$ cat config.mk
export PLATFORM = sky130hd
export DESIGN_NAME = tfc_correct
export DESIGN_NICKNAME = d
export VERILOG_FILES = /design/src/rtl/tfc_pkg.sv /design/src/rtl/tfc_correct.sv
export SDC_FILE = /design/constraint.sdc
export NUM_CORES = 1
export LEC_CHECK = 0
export BUFFER_PORTS_ARGS = -buffer_cell sky130_fd_sc_hd__buf_2
export CAP_MARGIN = 30
export CORE_ASPECT_RATIO = 0.9
export CORE_MARGIN = 2
export CORE_UTILIZATION = 45
export CTS_BUF_LIST = sky130_fd_sc_hd__clkbuf_8
export CTS_CLUSTER_DIAMETER = 100
export DETAILED_ROUTE_END_ITERATION = 10
export PLACE_DENSITY = 0.7
export SYNTH_ARGS = -nofsm -noshare
export SYNTH_HDL_FRONTEND = slang
export SYNTH_SLANG_ARGS = --single-unit
$ cat constraint.sdc
create_clock -name clk -period 11.9 [get_ports clk]
set_input_delay 1.19 -clock clk [delete_from_list [all_inputs] [get_ports clk]]
set_output_delay 1.19 -clock clk [all_outputs]
set_load 0.05 [all_outputs]
$ cat src/rtl/tfc_pkg.sv
package tfc_pkg;

    localparam int OP_W   = 2;
    localparam int COL_W  = 10;
    localparam int ROW_W  = 9;
    localparam int DATA_W = 16;
    localparam int PROD_W = 2 * DATA_W;
    localparam int ACC_W  = DATA_W + 2;

    localparam int GAIN_SHIFT = 15;
    localparam logic [DATA_W-1:0] CODE_MAX = 16'hFFFF;

    localparam int DEF_FRAME_WIDTH  = 640;
    localparam int DEF_FRAME_HEIGHT = 480;
    localparam int DEF_TABLE_DEPTH  = 65536;

    typedef enum logic [OP_W-1:0] {
        OP_TABLE_WRITE = 2'd0,
        OP_CORRECT     = 2'd1,
        OP_REPAIR      = 2'd2,
        OP_READ        = 2'd3
    } op_t;

    typedef enum logic [3:0] {
        ST_IDLE,
        ST_TBL_WR,
        ST_CORR_LUT,
        ST_CORR_WB,
        ST_REP_RD,
        ST_REP_ACC,
        ST_REP_WB,
        ST_READ_RD,
        ST_READ_OUT,
        ST_EMIT_ZERO
    } state_t;

endpackage

$ cat src/rtl/tfc_correct.sv
module tfc_correct
(
    input  logic                        clk,
    input  logic                        load,
    input  logic [tfc_pkg::DATA_W-1:0]  raw_sample,
    input  logic [tfc_pkg::DATA_W-1:0]  dark_level,
    input  logic [tfc_pkg::DATA_W-1:0]  gain_factor,
    output logic [tfc_pkg::DATA_W-1:0]  code
);
    import tfc_pkg::*;

    logic [DATA_W-1:0]            diff;
    logic [PROD_W-1:0]            product_reg;
    logic [PROD_W-GAIN_SHIFT-1:0] scaled;

    // dark subtraction saturates at zero
    assign diff = (raw_sample > dark_level) ? (raw_sample - dark_level) : '0;

    always_ff @(posedge clk)
    begin
        if (load)
        begin
            product_reg <= PROD_W'(diff) * PROD_W'(gain_factor);
        end
    end

    assign scaled = product_reg[PROD_W-1:GAIN_SHIFT];
    assign code   = (scaled > (PROD_W-GAIN_SHIFT)'(CODE_MAX)) ? CODE_MAX
                                                               : scaled[DATA_W-1:0];

endmodule

==> results.txt <==
DR WL/cell -> 16.8 µm
Site Rows -> 51
Crit path DAT -> 9.46 ns
FF+latch count, synth -> 17
# port buffers -> 65
Final period utilization -> 79.6%
WS Path Type -> in -> reg
CP Buf/Inv Count -> 7
Number of enable flip-flop cells after synthesis -> 17
Post-cts sizing count -> 0
Tot Pwr -> 0.00159 W
TritonCTS clock tree -> done
Outcome -> finished, final reports clean
ANT cells -> 0
Initial antenna violation count -> 1
Most frequent cells after synthesis -> 244 x inv_1, 194 x fa_1, 133 x nand2_1
Yosys top cell by area -> fa_1
Routed Antenna Nets -> 0
VDD IR-drop max -> 0.180 mV
Placed instance area -> 10500 µm²
CP Max Fanout -> 13
Count leader, synth -> inv_1
Pre-CTS setup slack -> 2.23 ns
Cell area power density -> 151 nW/µm²
Yosys cell types -> 54
Synth Instances -> 1113
1st-iter DRT viols -> 410
Max Cap Viol -> 0
H-Tree Depth -> 1
Post-synth top flop -> edfxtp_1
Core ar. -> 21600 µm²
Drt drc -> 0
Hold Slack -> 1.37 ns
Die W -> 160 µm
Mapped Area -> 9860 µm²
Critical Path Sink Type -> flop
Max incr delay on CP -> 0.69 ns
Synth Area per Inst -> 8.86 µm²
Total vias in the final route -> 7655
Least-Margin Pin Slew -> 0.887 ns
Setup TNS -> 0 ns
Final setup violation count -> 0
Sink Count -> 17
Post-CTS Setup Repair Bufs -> 0
Die Y -> 144 µm
Cell area after layout -> 10500 µm²
Starting utilization of the core area -> 45.7%
DRT Pass-1 Iters -> 5
Sequential fraction of the synthesis area -> 5.18%
Aggregate global routing overflow -> 0
Post-Syn Nets -> 1474
Share of cells above drive strength 1 -> 10.6%
Syn. warnings -> 0
HP Class -> in -> reg
DP Wirelength -> 20000 µm
Area grow syn2layout -> 6.87%
Data required, critical path -> 11.89 ns
Vias in the first global route -> 8402
Final hold vios -> 0
TritonCTS Buffers -> 3
Largest net degree at the start of global routing -> 32
First-pass GRT wire length -> 42800 µm
Slew headroom -> 40.7%
Deepest clock path buffer count -> 2
GRT Util Overall -> 23.2%
Die area -> 23100 µm²
WP depth -> 32
Crit-path most repeated cell -> fa_1
Final nets -> 1519
Max FFs per register -> 17
CP Launch Type -> input pin
Peak Freq -> 0.106 GHz
Leakage -> 5.37 nW
Worst setup margin -> 2.43 ns
RSZ-0062 raised after global routing -> false
Crit-path leading delay family -> adder cells
Placer Congestion -> 0.986
Ys async rst share -> 0%
Cell depth of the worst min-delay path -> 1
Slowest-stage cell, CP -> nor3_2
# IOs -> 66
Top cell type's share of synthesized area -> 39.4%
Cts hold-fix bufs -> 0
Clock Tree Root -> clkbuf_8
Crit path time final -> 9.47 ns
Top post-synthesis cells by area -> fa_1 39%, ha_1 15%, inv_1 9.3%
Routed WL -> 24400 µm
Max Slew Vio Count -> 0
Clock slew at reported path FFs -> 0.07 ns
Vias per cell -> 5.29
[area by class of cell]
type                    instances  area, µm²
clock buffers                   3       41.3
clock inverters                 1       5.00
fillers                      2108      11000
inverters                     244        916
multi-input cells             814       8280
flip-flops and latches         17        510
well taps                     291        364
repair buffers                 78        430
[cells by family after synthesis]
| group | count (synthesis) | share of synthesized area, % |
|---|---|---|
| mux | 1 | 0.101 |
| xor+xnor | 23 | 2.04 |
| buf+inv | 282 | 11.0 |
| compound gates | 97 | 7.24 |
| simple gates | 382 | 20.2 |
| flops | 17 | 5.18 |
| fa+ha+maj | 311 | 54.2 |
[per-stage QoR]
step           std cells  util [%]
2_1_floorplan       1113         -
3_3_place_gp        1441      48.5
3_5_place_dp        1444      48.7
4_1_cts             1448      48.9
5_1_grt             1448      48.9
6_report            1448      48.9
[worst paths after layout]
kind | from | to | slack [ns]
worst max-delay path | raw_sample[0] | product_reg[31]$_DFFE_PP_ | 2.43
worst min-delay path | load | product_reg[19]$_DFFE_PP_ | 1.37
[where the power goes]
part	internal (W)	switching [W]
Clock	0.0000232	0.0000194
Sequential	0.000126	0.00000674
Combinational	0.000550	0.000870
Total	0.000699	0.000896
[placed cells by master, fill, tap and decap left out, types with 4 or more instances in the layout]
master,n
a211oi_1,5
ha_1,117
and3_1,19
edfxtp_1,17
buf_2,65
or2_2,17
a21o_1,10
nor3_2,4
o21ai_0,15
inv_1,244
and2_1,103
o21a_1,10
a21boi_0,4
a21oi_1,23
nor3_1,25
nand4_1,16
xor2_1,7
nand2_1,133
buf_4,11
nor2_1,26
xnor2_1,16
nor2b_1,7
fa_1,194
nand3_1,21
[metal layers]
metal / vias up / global-route usage, % / wire (µm)
met2: 248 / 41.1 / 11800
met3: 30 / 1.20 / 1320
li1: 3540 / - / -
met1: 3837 / 31.9 / 10800
met5: - / 0 / 0
met4: 0 / 4.84 / 486
Power figures use the tool's default switching activity.
